[src/sv/ptcp_pkg.sv]
`timescale 1ns / 1ps
// ---------------------------------------------------------------------------
// ptcp_pkg: shared types and constants of the PNG text chunk parser
// Beat structs of both channels, chunk type words, result codes and the
// PNG signature bytes.
// ---------------------------------------------------------------------------
package ptcp_pkg;

	localparam int unsigned MAX_KEYWORD_DEF = 79;
	localparam logic [15:0] ITEM_LIMIT_RST  = 16'd512;
	localparam int unsigned CFG_DATA_W      = 32;

	localparam logic CFG_TOTAL_LENGTH = 1'b0;
	localparam logic CFG_ITEM_LIMIT   = 1'b1;

	localparam logic [31:0] TYPE_TEXT = 32'h7445_5874;
	localparam logic [31:0] TYPE_ZTXT = 32'h7A54_5874;
	localparam logic [31:0] TYPE_ITXT = 32'h6954_5874;
	localparam logic [31:0] TYPE_IEND = 32'h4945_4E44;

	localparam logic [1:0] KIND_KEYWORD  = 2'd0;
	localparam logic [1:0] KIND_VALUE    = 2'd1;
	localparam logic [1:0] KIND_ITEM_END = 2'd2;
	localparam logic [1:0] KIND_FINISH   = 2'd3;

	localparam logic [1:0] CK_TEXT = 2'd0;
	localparam logic [1:0] CK_ZTXT = 2'd1;
	localparam logic [1:0] CK_ITXT = 2'd2;
	localparam logic [1:0] CK_NONE = 2'd3;

	localparam logic [1:0] ST_ACCEPTED   = 2'd0;
	localparam logic [1:0] ST_COMPRESSED = 2'd1;
	localparam logic [1:0] ST_REJECTED   = 2'd2;

	localparam logic [2:0] FR_END_OF_DATA = 3'd0;
	localparam logic [2:0] FR_BAD_SIG     = 3'd1;
	localparam logic [2:0] FR_TRUNCATED   = 3'd2;
	localparam logic [2:0] FR_IEND        = 3'd3;
	localparam logic [2:0] FR_ITEM_LIMIT  = 3'd4;

	localparam logic [31:0] MIN_FILE_LEN = 32'd20;
	localparam logic [31:0] SIG_LEN      = 32'd8;
	localparam logic [31:0] SIG_LAST     = 32'd7;

	typedef struct packed {
		logic [7:0] data_byte;
		logic       first_of_file;
	} byte_beat_t;

	typedef struct packed {
		logic [1:0] kind;
		logic [7:0] text_byte;
		logic [1:0] chunk_kind;
		logic [1:0] item_status;
		logic [2:0] finish_reason;
	} rec_beat_t;

	function automatic logic [7:0] sig_byte(input logic [2:0] idx);
		logic [7:0] v;
		case (idx)
			3'd0: v = 8'h89;
			3'd1: v = 8'h50;
			3'd2: v = 8'h4E;
			3'd3: v = 8'h47;
			3'd4: v = 8'h0D;
			3'd5: v = 8'h0A;
			3'd6: v = 8'h1A;
			default: v = 8'h0A;
		endcase
		return v;
	endfunction

	function automatic logic [1:0] chunk_kind_of(input logic [31:0] word);
		logic [1:0] k;
		if (word == TYPE_TEXT) k = CK_TEXT;
		else if (word == TYPE_ZTXT) k = CK_ZTXT;
		else if (word == TYPE_ITXT) k = CK_ITXT;
		else k = CK_NONE;
		return k;
	endfunction

endpackage

[src/sv/png_text_chunk_parser.sv]
`timescale 1ns / 1ps
// ---------------------------------------------------------------------------
// png_text_chunk_parser: PNG chunk walker with text chunk extraction
// Checks the signature, walks chunks by length and type, and emits keyword
// bytes, value bytes and item ends for text chunks, and a finish record.
//
//   channel  dir  handshake            beat
//   byte     in   byte_valid/stall     data_byte, first_of_file
//   rec      out  rec_valid/stall      kind, text_byte, chunk_kind, status, reason
//   wr       in   wr_en                wr_index, wr_data
//
// The parse state updates in the cycle a byte is accepted and its result,
// if any, lands in the output register.
// A new byte is taken while a result waits, as long as that result leaves
// in the same cycle. Reset clears the parse state and loads the register
// defaults; the first byte after reset counts as byte 0.
// ---------------------------------------------------------------------------
module png_text_chunk_parser #(
	parameter int unsigned MaxKeyword = ptcp_pkg::MAX_KEYWORD_DEF
) (
	input  logic                            clk,
	input  logic                            arst_n,
	input  logic                            wr_en,
	input  logic                            wr_index,
	input  logic [ptcp_pkg::CFG_DATA_W-1:0] wr_data,
	input  logic                            byte_valid,
	output logic                            byte_stall,
	input  ptcp_pkg::byte_beat_t            byte_beat,
	output logic                            rec_valid,
	input  logic                            rec_stall,
	output ptcp_pkg::rec_beat_t             rec_beat
);
	import ptcp_pkg::*;

	localparam int unsigned KwW = $clog2(MaxKeyword + 1);

	localparam logic [2:0] PH_SIG     = 3'd0;
	localparam logic [2:0] PH_HEADER  = 3'd1;
	localparam logic [2:0] PH_PAYLOAD = 3'd2;
	localparam logic [2:0] PH_CRC     = 3'd3;
	localparam logic [2:0] PH_DONE    = 3'd4;

	localparam logic [2:0] SUB_KEYWORD = 3'd0;
	localparam logic [2:0] SUB_VALUE   = 3'd1;
	localparam logic [2:0] SUB_SKIP    = 3'd2;
	localparam logic [2:0] SUB_FLAG    = 3'd3;
	localparam logic [2:0] SUB_METHOD  = 3'd4;
	localparam logic [2:0] SUB_LANG    = 3'd5;
	localparam logic [2:0] SUB_TRANS   = 3'd6;
	localparam logic [2:0] SUB_REJECT  = 3'd7;

	logic [31:0]    total_q;
	logic [15:0]    limit_q;
	logic [2:0]     phase_q, phase_e, phase_d;
	logic [31:0]    pos_q, pos_e, pos_d;
	logic [31:0]    len_q, len_e, len_d;
	logic [31:0]    pc_q, pc_e, pc_d;
	logic [31:0]    type_q, type_e, type_d;
	logic [2:0]     sub_q, sub_e, sub_d;
	logic [KwW-1:0] kw_q, kw_e, kw_d;
	logic [15:0]    acc_q, acc_e, acc_d;
	logic           comp_q, comp_e, comp_d;
	logic           rec_valid_q;
	rec_beat_t      rec_beat_q;

	logic           accept;
	logic           res_ok;
	rec_beat_t      res;
	logic [7:0]     b;
	logic           restart;

	assign accept     = byte_valid && !byte_stall;
	assign byte_stall = rec_valid_q && rec_stall;
	assign rec_valid  = rec_valid_q;
	assign rec_beat   = rec_beat_q;
	assign b          = byte_beat.data_byte;
	assign restart    = byte_beat.first_of_file;

	always_comb begin
		phase_e = restart ? PH_SIG : phase_q;
		pos_e   = restart ? '0 : pos_q;
		len_e   = restart ? '0 : len_q;
		pc_e    = restart ? '0 : pc_q;
		type_e  = restart ? '0 : type_q;
		sub_e   = restart ? SUB_KEYWORD : sub_q;
		kw_e    = restart ? '0 : kw_q;
		acc_e   = restart ? '0 : acc_q;
		comp_e  = restart ? 1'b0 : comp_q;
	end

	always_comb begin
		logic [2:0]  hidx;
		logic [1:0]  cidx;
		logic [1:0]  ck;
		logic [1:0]  st;
		logic [31:0] len_n;
		logic [31:0] type_n;
		logic [31:0] pc_inc;
		logic [33:0] fit_sum;
		logic        bnd_eod;
		phase_d = phase_e;
		pos_d   = pos_e + 32'd1;
		len_d   = len_e;
		pc_d    = pc_e;
		type_d  = type_e;
		sub_d   = sub_e;
		kw_d    = kw_e;
		acc_d   = acc_e;
		comp_d  = comp_e;
		res_ok  = 1'b0;
		res     = '0;
		hidx    = pc_e[2:0];
		cidx    = pc_e[1:0];
		ck      = chunk_kind_of(type_e);
		st      = ST_REJECTED;
		len_n   = (hidx < 3'd4) ? {len_e[23:0], b} : len_e;
		type_n  = (hidx < 3'd4) ? type_e : {type_e[23:0], b};
		pc_inc  = pc_e + 32'd1;
		fit_sum = {2'b00, len_n} + {2'b00, pos_e} + 34'd9;
		bnd_eod = ({1'b0, pos_e} + 33'd13) > {1'b0, total_q};
		case (phase_e)
			PH_SIG: begin
				if ((pos_e == '0 && total_q < MIN_FILE_LEN) || pos_e >= SIG_LEN ||
				    b != sig_byte(pos_e[2:0])) begin
					phase_d           = PH_DONE;
					res_ok            = 1'b1;
					res.kind          = KIND_FINISH;
					res.finish_reason = FR_BAD_SIG;
				end else if (pos_e == SIG_LAST) begin
					if (bnd_eod || acc_e >= limit_q) begin
						phase_d           = PH_DONE;
						res_ok            = 1'b1;
						res.kind          = KIND_FINISH;
						res.finish_reason = bnd_eod ? FR_END_OF_DATA : FR_ITEM_LIMIT;
					end else begin
						phase_d = PH_HEADER;
						pc_d    = '0;
						len_d   = '0;
						type_d  = '0;
					end
				end
			end
			PH_HEADER: begin
				pc_d   = {29'd0, hidx} + 32'd1;
				len_d  = len_n;
				type_d = type_n;
				if (hidx == 3'd3 && (pos_e < 32'd3 || fit_sum > {2'b00, total_q})) begin
					phase_d           = PH_DONE;
					res_ok            = 1'b1;
					res.kind          = KIND_FINISH;
					res.finish_reason = FR_TRUNCATED;
				end else if (hidx == 3'd7) begin
					if (type_n == TYPE_IEND) begin
						phase_d           = PH_DONE;
						res_ok            = 1'b1;
						res.kind          = KIND_FINISH;
						res.finish_reason = FR_IEND;
					end else begin
						sub_d   = SUB_KEYWORD;
						kw_d    = '0;
						comp_d  = 1'b0;
						pc_d    = '0;
						phase_d = (len_e == '0) ? PH_CRC : PH_PAYLOAD;
					end
				end
			end
			PH_PAYLOAD: begin
				if (ck != CK_NONE) begin
					case (sub_e)
						SUB_KEYWORD: begin
							if (b != 8'd0) begin
								if (kw_e >= KwW'(MaxKeyword)) begin
									sub_d = SUB_REJECT;
								end else begin
									kw_d           = kw_e + 1'b1;
									res_ok         = 1'b1;
									res.kind       = KIND_KEYWORD;
									res.text_byte  = b;
									res.chunk_kind = ck;
								end
							end else if (kw_e == '0) begin
								sub_d = SUB_REJECT;
							end else if (ck == CK_TEXT) begin
								sub_d = SUB_VALUE;
							end else if (ck == CK_ZTXT) begin
								sub_d = SUB_SKIP;
							end else begin
								sub_d = SUB_FLAG;
							end
						end
						SUB_VALUE: begin
							res_ok         = 1'b1;
							res.kind       = KIND_VALUE;
							res.text_byte  = b;
							res.chunk_kind = ck;
						end
						SUB_FLAG: begin
							comp_d = (b != 8'd0);
							sub_d  = SUB_METHOD;
						end
						SUB_METHOD: begin
							sub_d = SUB_LANG;
						end
						SUB_LANG: begin
							if (b == 8'd0) sub_d = SUB_TRANS;
						end
						SUB_TRANS: begin
							if (b == 8'd0) sub_d = comp_e ? SUB_SKIP : SUB_VALUE;
						end
						default: begin
						end
					endcase
				end
				if (pc_inc >= len_e) begin
					phase_d = PH_CRC;
					pc_d    = '0;
				end else begin
					pc_d = pc_inc;
				end
			end
			PH_CRC: begin
				pc_d = {30'd0, cidx} + 32'd1;
				if (cidx == 2'd0 && ck != CK_NONE) begin
					if (sub_e == SUB_VALUE) st = ST_ACCEPTED;
					else if (sub_e == SUB_SKIP) st = ST_COMPRESSED;
					else st = ST_REJECTED;
					if (st != ST_REJECTED && acc_e != 16'hFFFF) acc_d = acc_e + 16'd1;
					res_ok          = 1'b1;
					res.kind        = KIND_ITEM_END;
					res.chunk_kind  = ck;
					res.item_status = st;
				end else if (cidx == 2'd3) begin
					if (bnd_eod || acc_e >= limit_q) begin
						phase_d           = PH_DONE;
						res_ok            = 1'b1;
						res.kind          = KIND_FINISH;
						res.finish_reason = bnd_eod ? FR_END_OF_DATA : FR_ITEM_LIMIT;
					end else begin
						phase_d = PH_HEADER;
						pc_d    = '0;
						len_d   = '0;
						type_d  = '0;
					end
				end
			end
			default: begin
			end
		endcase
	end

	always_ff @(posedge clk or negedge arst_n) begin
		if (!arst_n) begin
			total_q <= '0;
			limit_q <= ITEM_LIMIT_RST;
		end else if (wr_en) begin
			case (wr_index)
				CFG_TOTAL_LENGTH: total_q <= wr_data;
				CFG_ITEM_LIMIT:   limit_q <= wr_data[15:0];
				default: begin
				end
			endcase
		end
	end

	always_ff @(posedge clk or negedge arst_n) begin
		if (!arst_n) begin
			phase_q     <= PH_SIG;
			pos_q       <= '0;
			len_q       <= '0;
			pc_q        <= '0;
			type_q      <= '0;
			sub_q       <= SUB_KEYWORD;
			kw_q        <= '0;
			acc_q       <= '0;
			comp_q      <= 1'b0;
			rec_valid_q <= 1'b0;
		end else if (accept) begin
			phase_q     <= phase_d;
			pos_q       <= pos_d;
			len_q       <= len_d;
			pc_q        <= pc_d;
			type_q      <= type_d;
			sub_q       <= sub_d;
			kw_q        <= kw_d;
			acc_q       <= acc_d;
			comp_q      <= comp_d;
			rec_valid_q <= res_ok;
		end else if (!rec_stall) begin
			rec_valid_q <= 1'b0;
		end
	end

	always_ff @(posedge clk) begin
		if (accept && res_ok) begin
			rec_beat_q <= res;
		end
	end

endmodule

[config.mk]
export PLATFORM = sky130hd
export DESIGN_NAME = png_text_chunk_parser
export DESIGN_NICKNAME = d
export VERILOG_FILES = /design/src/sv/ptcp_pkg.sv /design/src/sv/png_text_chunk_parser.sv
export SDC_FILE = /design/constraint.sdc
export NUM_CORES = 1
export LEC_CHECK = 0
export BUFFER_PORTS_ARGS = -buffer_cell sky130_fd_sc_hd__buf_2
export CORE_UTILIZATION = 30
export CTS_CLUSTER_SIZE = 25
export DETAILED_ROUTE_END_ITERATION = 10
export PLACE_DENSITY = 0.52
export SLEW_MARGIN = 20
export SYNTH_ARGS = -nofsm -noshare
export SYNTH_HDL_FRONTEND = slang
export SYNTH_SLANG_ARGS = --single-unit
[constraint.sdc]
create_clock -name clk -period 9.1 [get_ports clk]
set_input_delay 0.455 -clock clk [delete_from_list [all_inputs] [get_ports clk]]
set_output_delay 0.455 -clock clk [all_outputs]
set_load 0.03 [all_outputs]
# After elaboration in Yosys (flattened, before gate mapping)
# Index checks and enable logic that the tools add are counted.
# op_classes
addsub	9
reduce_logical	26
shift	0
bitwise_logic	1
magnitude_cmp	9
n_mux	125
div_mod_pow	0
n_eq_ne	28
mul	0
# ops
operator	count
two-way mux 32 bit	20
one-hot mux 32 bit (3 select lines)	2
equality test 32 x 31 -> 1 bit, second input constant	4
one-hot mux 32 bit (4 select lines)	1
two-way mux 3 bit	29
adder 32 x 1 -> 32 bit, second input constant	2
zero test 32 bit	2
two-way mux 16 bit	4
two-way mux 7 bit	8
one-hot mux 8 bit (6 select lines)	1
two-way mux 2 bit	19
adder 33 x 4 -> 34 bit, second input constant	1
greater-than comparator 34 x 32 -> 1 bit	1
adder 32 x 32 -> 33 bit	1
adder 32 x 4 -> 33 bit, second input constant	1
greater-than comparator 33 x 32 -> 1 bit	1
equality test 32 x 3 -> 1 bit, second input constant	1
>= comparator 32 bit	1
>= comparator 32 x 4 -> 1 bit, second input constant	1
< comparator 32 x 2 -> 1 bit, second input constant	1
< comparator 32 x 5 -> 1 bit, second input constant	1
two-way mux 1 bit	22
one-hot mux 11 bit (2 select lines)	1
equality test 3 x 2 -> 1 bit, second input constant	7
other kinds (38)	66
# word_totals
mem_bits_rw	0
latchBits	0
romBits	0
reg_bits	224
mem_count	0
word_cells	215

# Logic depth before layout (Yosys ltp)
# Gate-level depths: netlist (run 1).
# logic_depth
ltp_word	14
mapped_depth	32
ltp_nobuf	26

# Worst setup path after synthesis (run 1)
# Ideal clock, no wire load.
# synth_timing
kind	in2reg
startpoint	input port byte_beat[0] (netlist bit)
endpoint	register rec_beat_q (netlist bit rec_beat[0]) (enable)
t_arrival_ns	6.647
setup_slack_ns	2.056
path_stages	30
cell_sequence	buf_6 -> buf_6 -> buf_8 -> buf_6 -> buf_2 -> nor2b_1 -> clkbuf_1 -> mux2_2 -> ha_1 -> ha_1 -> fa_1 -> a211oi_1 -> o21ai_0 -> a211oi_1 -> o21ai_0 -> a21oi_1 -> o21ai_0 -> a21oi_1 -> o21bai_1 -> a21oi_1 -> xnor2_1 -> ha_1 -> or3_1 -> o21ai_0 -> a21oi_1 -> o22ai_1 -> o21ai_0 -> o31ai_2 -> nor3b_2 -> a21oi_1
# synth_between
elab_chain_cells	11
word_cells_on_any_way	70
# synth_rtl
element	line_no	source
from (decl)	png_text_chunk_parser.sv:28	input ptcp_pkg::byte_beat_t byte_beat,
two-way mux 32 bit	png_text_chunk_parser.sv:83	pc_e = restart ? '0 : pc_q;
< comparator 3 bit	png_text_chunk_parser.sv:116, png_text_chunk_parser.sv:117	
two-way mux 32 bit	png_text_chunk_parser.sv:116	len_n = (hidx < 3'd4) ? {len_e[23:0], b} : len_e;
adder 32 x 32 -> 33 bit	png_text_chunk_parser.sv:119	fit_sum = {2'b00, len_n} + {2'b00, pos_e} + 34'd9;
adder 33 x 4 -> 34 bit	png_text_chunk_parser.sv:119	
greater-than comparator 34 x 32 -> 1 bit	png_text_chunk_parser.sv:147	if (hidx == 3'd3 && (pos_e < 32'd3 || fit_sum > {2'b00, total_q})) begin
logical OR 1 bit	png_text_chunk_parser.sv:147	
logical AND 1 bit	png_text_chunk_parser.sv:147	
two-way mux 1 bit	png_text_chunk_parser.sv:147	
one-hot mux 1 bit (4 select lines) (*)	png_text_chunk_parser.sv:121	case (phase_e)
logical AND 1 bit (*)	png_text_chunk_parser.sv:294	if (accept && res_ok) begin
to (signal assigned)	png_text_chunk_parser.sv:295	rec_beat_q <= res;
to (decl)	png_text_chunk_parser.sv:64	rec_beat_t rec_beat_q;
# Every way passes the cells marked *; elsewhere a longest branch is shown, timed or not. The select of a mux whose other input is x is not followed.
# A chain may end at the register's enable or synchronous reset.

# Worst setup path after layout (run 1)
# layout_timing
startpoint	register pc_q[2]
endpoint	register rec_valid_q (netlist: rec_valid)
# layout_between
elab_chain_cells	11
word_cells_on_any_way	17
# layout_rtl
element	line_no	source
from (decl)	png_text_chunk_parser.sv:57	logic [31:0] pc_q, pc_e, pc_d;
from (signal assigned)	png_text_chunk_parser.sv:281	pc_q <= pc_d;
two-way mux 32 bit (*)	png_text_chunk_parser.sv:83	
< comparator 3 bit	png_text_chunk_parser.sv:116, png_text_chunk_parser.sv:117	
two-way mux 32 bit	png_text_chunk_parser.sv:116	
adder 32 x 32 -> 33 bit	png_text_chunk_parser.sv:119	
adder 33 x 4 -> 34 bit	png_text_chunk_parser.sv:119	
greater-than comparator 34 x 32 -> 1 bit	png_text_chunk_parser.sv:147	
logical OR 1 bit	png_text_chunk_parser.sv:147	
logical AND 1 bit	png_text_chunk_parser.sv:147	
two-way mux 1 bit (*)	png_text_chunk_parser.sv:147	
one-hot mux 1 bit (4 select lines) (*)	png_text_chunk_parser.sv:121	
two-way mux 1 bit (*)	png_text_chunk_parser.sv:277	end else if (accept) begin
to (signal assigned)	png_text_chunk_parser.sv:287	rec_valid_q <= res_ok;
to (decl)	png_text_chunk_parser.sv:63	logic rec_valid_q;
# Every way passes the cells marked *; elsewhere a longest branch is shown, timed or not.

==> flow_metrics.env, run 1 <==
export IMPL_status="finished, violations left"
export IMPL_violations="negative hold slack"
export IMPL_nNetsFinal=2266
export IMPL_criticalPathCategory="flop to flop"
export IMPL_synth_most_common_cell="nand2_1"
export IMPL_cts_htree_levels=1
export IMPL_post_cts_resize_count=0
export IMPL_clkSlewWorstSetupHoldPaths_ns=0.06
export IMPL_dpl_hpwl_um=41900
export IMPL_grt_ovfl_total=0
export IMPL_power_density_nw_per_um2=148
export IMPL_drt_iter0_drc=1263
export IMPL_cts_hold_buffers=0
export IMPL_start_util_pct=30.3
export IMPL_synth_flop_cell="dfrtp_1"
export IMPL_p_leak_nw=8.63
export IMPL_min_period_ns=7.23
export IMPL_grt_pass1_wl_um=86000
export IMPL_timing_final_crit_share_pct=79.5
export IMPL_die_w_um=243
export IMPL_p_sw_mw=0.941
export IMPL_wl_um=55100
export IMPL_synth_edf_count=17
export IMPL_vias=15247
export IMPL_critPathArrivalTime_ns=7.71
export IMPL_multiInputGateArea_um2=11000
export IMPL_fin_skew_ns=0.0122
export IMPL_drv_slew=0
export IMPL_fin_util_pct=33.9
export IMPL_place_ws_ns=1.56
export IMPL_num_fill_cells=5957
export IMPL_antenna_cells=0
export IMPL_path_max_fanout=18
export IMPL_power_mw=2.89
export IMPL_rsz0062_at_grt="no"
export IMPL_hp_class="input pin to asynchronous set/reset pin"
export IMPL_rows=88
export IMPL_cts_path_max_buffers=3
export IMPL_cts_buffers=29
export IMPL_reg2regPathDepth=26
export IMPL_ant_nets=0
export IMPL_async_flop_share_pct=92.4
export IMPL_setup_viol=0
export IMPL_netlist_area_leader_share_pct=29.6
export IMPL_layout_drive_gt1_share_pct=10.5
export IMPL_cap_violations=0
export IMPL_die_h_um=243
export IMPL_syn_area_um2=17400
export IMPL_p_int_mw=1.95
export IMPL_start_kind="flop"
export IMPL_coreArea_um2=57600
export IMPL_cts_tree="built"
export IMPL_die_area_um2=59100
export IMPL_final_hold_viol_count=24
export IMPL_synth_cell_type_count=96
export IMPL_yosysWarningCount=0
export IMPL_max_freq_mhz=138
export IMPL_antenna_found_initial=0
export IMPL_worstMarginPinSlew_ns=1.04
export IMPL_postCtsSetupBuffers=0
export IMPL_pwr_share_clk_pct=40.0
export IMPL_vias_per_cell=5.40
export IMPL_crit_required_ns=9.58
export IMPL_ys_ff_latch=224
export IMPL_finalHoldWorstSlack_ns=-0.0337
export IMPL_grt_pass1_vias=14650
export IMPL_end_kind="flop"
export IMPL_synth_top_cells_by_count="nand2_1, dfrtp_1, ha_1"
export IMPL_synth_fp_nets=2233
export IMPL_grt_max_degree=103
export IMPL_seqCellArea_um2=5690
export IMPL_ys_seq_area_share_pct=32.6
export IMPL_synth_area_leaders="dfrtp_1, ha_1, nand2_1"
export IMPL_avgSynthCellArea_um2=8.72
export IMPL_tns_ns=0
export IMPL_cts_sinks=224
export IMPL_drc=0
export IMPL_cts_root_buf="clkbuf_16"
export IMPL_wl_per_cell_um=19.5
export IMPL_switching_share_pct=32.6
export IMPL_yosysTopAreaCell="dfrtp_1"
export IMPL_area_delta_synth_final_pct=11.8
export IMPL_finalWeightedCongestion=0.927
export IMPL_clock_latency_ns=0.59
export IMPL_grtUsageTotal_pct=18.3
export IMPL_numPortBuffers=65
export IMPL_ir_drop_uv=150
export IMPL_setup_ws_ns=1.87
export IMPL_power_frac_comb_pct=20.6
export IMPL_postSynthCellCount=2000
export IMPL_pin_count=66
export IMPL_first_pass_iters=5
export IMPL_slew_headroom_pct=30.1
export IMPL_pwr_share_seq_pct=39.4
-- worst max-delay path: stages (launching register included) --
cell      delay [ns]
dfrtp_2         0.35
nor2b_1         0.17
buf_4           0.21
mux2_2          0.37
ha_1            0.33
fa_1            0.52
a211oi_1        0.33
o21ai_0         0.23
a211oi_1        0.36
o21ai_0         0.27
a21oi_1         0.28
o21ai_0         0.21
a21oi_1         0.27
o21bai_1        0.10
a21oi_1         0.18
xnor2_1         0.10
ha_1            0.21
or3_1           0.34
o21ai_0         0.08
a21oi_1         0.09
nor4_1          0.31
o21ai_0         0.43
o31ai_2         0.51
nor3b_2         0.32
a21oi_2         0.08
buf_4           0.22
or2_1           0.23
-- power by group through the flow --
stage | combinational, mW | sequential [mW] | clock (mW)
2_1_floorplan | 0.396 | 1.14 | 0
3_3_place_gp | 0.581 | 1.15 | 0
3_5_place_dp | 0.591 | 1.15 | 0
4_1_cts | 0.595 | 1.14 | 1.18
5_1_grt | 0.655 | 1.15 | 1.23
6_report | 0.594 | 1.14 | 1.15
-- layout make-up --
| cell class | instances | share of cell area (%) |
|---|---|---|
| clock buffer | 42 | 4.49 |
| clock inverter | 12 | 0.417 |
| inverter | 98 | 1.89 |
| tap | 765 | 4.91 |
| multi-input combinational | 1592 | 56.4 |
| sequential | 224 | 29.2 |
| timing repair buffer | 88 | 2.68 |
-- through the flow --
step | hold slack, ns | instances | area, um2
final | -0.0337 | 2821 | 19500
after global routing | 0.0374 | 2821 | 19500
after CTS | 0.00835 | 2820 | 19500
after detailed placement | 0.474 | 2766 | 18500
after global placement | 0.469 | 2766 | 18500
after floorplan | 0.159 | 2000 | 17400
-- sequential cells by signal, summed over array words and instances (netlist names) --
| signal | cells |
|---|---|
| type_q | 32 |
| sub_q | 3 |
| len_q | 32 |
| rec_valid | 1 |
| comp_q | 1 |
| total_q | 32 |
| limit_q | 16 |
| pc_q | 32 |
| rec_beat | 17 |
| pos_q | 32 |
| kw_q | 7 |
| acc_q | 16 |
| phase_q | 3 |
-- placed cells by master, fill, tap and decap left out, types with 19 or more instances in the layout --
cell / count
a22o_1: 41
ha_1: 185
inv_1: 96
o21ai_0: 133
nor4_1: 27
nor2b_1: 66
nor3_1: 46
xor2_1: 58
nand3_1: 64
xnor2_1: 67
a21oi_1: 125
a21o_1: 19
nand2_1: 262
buf_2: 63
buf_4: 23
mux2i_1: 24
nor2_1: 116
mux2_2: 27
dfrtp_1: 205
clkbuf_16: 30
and2_1: 21
nand4_1: 51
a32o_1: 30
-- metal layers --
metal | GRT usage, % | part of all wire [%] | vias to the layer above
li1 | - | - | 7309
met4 | 5.99 | 3.0 | 0
met2 | 29.4 | 46 | 456
met3 | 2.41 | 5.3 | 84
met1 | 25.3 | 46 | 7398
met5 | 0 | 0 | -
-- final timing paths --
kind / slack, ns / endpoint / from
min reg2reg: 0.48 / len_q[18] / len_q[18]
max: 1.87 / rec_valid / pc_q[2]
min: -0.03 / limit_q[5] / arst_n
max in group asynchronous: 7.69 / pc_q[2] / arst_n
max reg2reg: 1.87 / rec_valid / pc_q[2]
min in group clk: 0.08 / total_q[27] / wr_data[27]
-- cell families after synthesis --
| group | share of synthesized area [%] |
|---|---|
| buf+inv | 4.37 |
| compound gates | 17.9 |
| flops | 32.6 |
| fa+ha+maj | 13.4 |
| simple gates | 22.3 |
| mux | 3.12 |
| xor+xnor | 6.28 |
(Power assumes the default switching activity.)
==> inputs of run 2 (changes only) <==
--- a/config.mk
+++ b/config.mk
@@ -9,7 +9,7 @@
 export CORE_UTILIZATION = 30
 export CTS_CLUSTER_SIZE = 25
 export DETAILED_ROUTE_END_ITERATION = 10
-export PLACE_DENSITY = 0.52
+export PLACE_DENSITY = 0.53
 export SLEW_MARGIN = 20
 export SYNTH_ARGS = -nofsm -noshare
 export SYNTH_HDL_FRONTEND = slang
==> constraint.sdc (replaced) <==
create_clock -name clk -period 6.48 [get_ports clk]
set_input_delay 0.324 -clock clk [delete_from_list [all_inputs] [get_ports clk]]
set_output_delay 0.324 -clock clk [all_outputs]
set_load 0.03 [all_outputs]
==> flow_metrics.env, run 2 (synthesis results as in run 1) <==
export IMPL_power_frac_comb_pct=21.8
export IMPL_start_util_pct=30.3
export IMPL_path_max_fanout=14
export IMPL_grt_pass1_vias=15684
export IMPL_cts_sinks=224
export IMPL_die_area_um2=59100
export IMPL_end_kind="flop"
export IMPL_grt_max_degree=169
export IMPL_area_delta_synth_final_pct=22.1
export IMPL_wl_per_cell_um=18.7
export IMPL_hp_class="input pin to flop"
export IMPL_ir_drop_uv=196
export IMPL_antenna_cells=0
export IMPL_nNetsFinal=2456
export IMPL_pwr_share_seq_pct=36.0
export IMPL_cts_htree_levels=1
export IMPL_stdcell_count=3011
export IMPL_dpl_hpwl_um=42600
export IMPL_ant_nets=0
export IMPL_switching_share_pct=30.8
export IMPL_cts_buffers=29
export IMPL_cts_tree="built"
export IMPL_mostFrequentLayoutCells="nand2_1, dfrtp_1, ha_1"
export IMPL_antenna_found_initial=0
export IMPL_cpLargestDelayFamily="compound AO/OA/AOI/OAI gates"
export IMPL_finalWeightedCongestion=0.905
export IMPL_p_leak_nw=9.65
export IMPL_final_hold_viol_count=0
export IMPL_p_int_mw=3.04
export IMPL_clock_latency_ns=0.59
export IMPL_max_freq_mhz=161
export IMPL_min_period_ns=6.22
export IMPL_grt_ovfl_total=0
export IMPL_rows=88
export IMPL_slew_headroom_pct=33.3
export IMPL_status="finished, final reports clean"
export IMPL_p_sw_mw=1.35
export IMPL_die_h_um=243
export IMPL_drc=0
export IMPL_layout_drive_gt1_share_pct=17.5
export IMPL_vias=15988
export IMPL_setup_viol=0
export IMPL_final_common_cell="nand2_1"
export IMPL_timing_final_crit_share_pct=95.9
export IMPL_pwr_share_clk_pct=42.2
export IMPL_place_ws_ns=-0.497
export IMPL_drt_iter0_drc=1106
export IMPL_drv_slew=0
export IMPL_grtUsageTotal_pct=18.7
export IMPL_power_mw=4.39
export IMPL_wl_um=56300
export IMPL_fin_skew_ns=0.0229
export IMPL_critPathArrivalTime_ns=6.69
export IMPL_first_pass_iters=7
export IMPL_criticalPathCategory="flop to flop"
export IMPL_cap_violations=0
export IMPL_pin_count=66
export IMPL_critPathBufInv=6
export IMPL_dp_cells=2924
export IMPL_worstMarginPinSlew_ns=1.00
export IMPL_stdcell_area_um2=21300
export IMPL_grt_pass1_wl_um=88600
export IMPL_setup_ws_ns=0.263
export IMPL_start_kind="flop"
export IMPL_crit_required_ns=6.95
export IMPL_power_density_nw_per_um2=206
export IMPL_cts_root_buf="clkbuf_16"
export IMPL_vias_per_cell=5.31
export IMPL_cp_common_cell="buf_4"
export IMPL_numPortBuffers=65
export IMPL_max_stage_delay_ns=0.37
export IMPL_cp_slowest_cell="mux2_2"
export IMPL_coreArea_um2=57600
export IMPL_clkSlewWorstSetupHoldPaths_ns=0.06
export IMPL_die_w_um=243
export IMPL_cts_path_max_buffers=3
export IMPL_placed_cell_area_um2=19700
export IMPL_tns_ns=0
## run 2: cell types whose count changed in the layout (fill, tap and decap cells not counted), sizes merged
cell / before / now
dlygate4sd3: 0 / 28
inv: 100 / 99
bufinv: 0 / 7
clkbuf: 43 / 38
buf: 87 / 249
clkinv: 9 / 8
## run 2: what timing repair did
action                                  CTS  global route
resized for setup                         9            21
endpoints found under the setup margin   37            37
buffers inserted                          1             2
hold endpoints to repair                 72             0
hold buffers                             28             0
pin swaps                                 2             9
## run 2: power groups by stage
| stage | sequential, mW | combinational [mW] | clock [mW] |
|---|---|---|---|
| final | 1.58 | 0.955 | 1.85 |
| after floorplan | 1.59 | 0.557 | 0 |
| after global routing | 1.59 | 1.06 | 1.95 |
| after CTS | 1.58 | 0.946 | 1.89 |
| after global placement | 1.60 | 0.899 | 0 |
| after detailed placement | 1.60 | 0.922 | 0 |
## run 2: cell type report
cell class | count | area [um2]
multi-input combinational | 1592 | 11100
inverter | 98 | 368
timing repair buffer | 278 | 2070
clock inverter | 17 | 289
sequential | 224 | 5690
tap | 765 | 957
fill | 5815 | 36300
clock buffer | 37 | 806
## run 2: metrics by stage
step	hold slack (ns)	util, %
2_1_floorplan	0.0284	-
3_3_place_gp	0.257	34.3
3_5_place_dp	0.264	34.3
4_1_cts	0.000184	36.7
5_1_grt	0.0130	37.0
6_report	0.0285	37.0
## run 2: worst paths after layout
path / slack [ns] / from / endpoint / cells past startpoint
setup / recovery: 0.26 / pc_q[2] / rec_valid / 30
hold reg to reg: 0.48 / len_q[19] / len_q[19] / 1
hold / removal: 0.03 / wr_data[0] / total_q[0] / 2
setup reg to reg: 0.26 / pc_q[2] / rec_valid / 30
min in group asynchronous: 0.23 / arst_n / limit_q[4] / 2
max in group asynchronous: 4.97 / arst_n / pos_q[12] / 4
## run 2: per-layer routing
layer	global-route usage (%)	vias up	part of all wire [%]
met5	0	-	0
met4	4.00	0	1.8
li1	-	7702	-
met2	32.1	378	48
met3	1.97	58	4.4
met1	25.2	7850	46
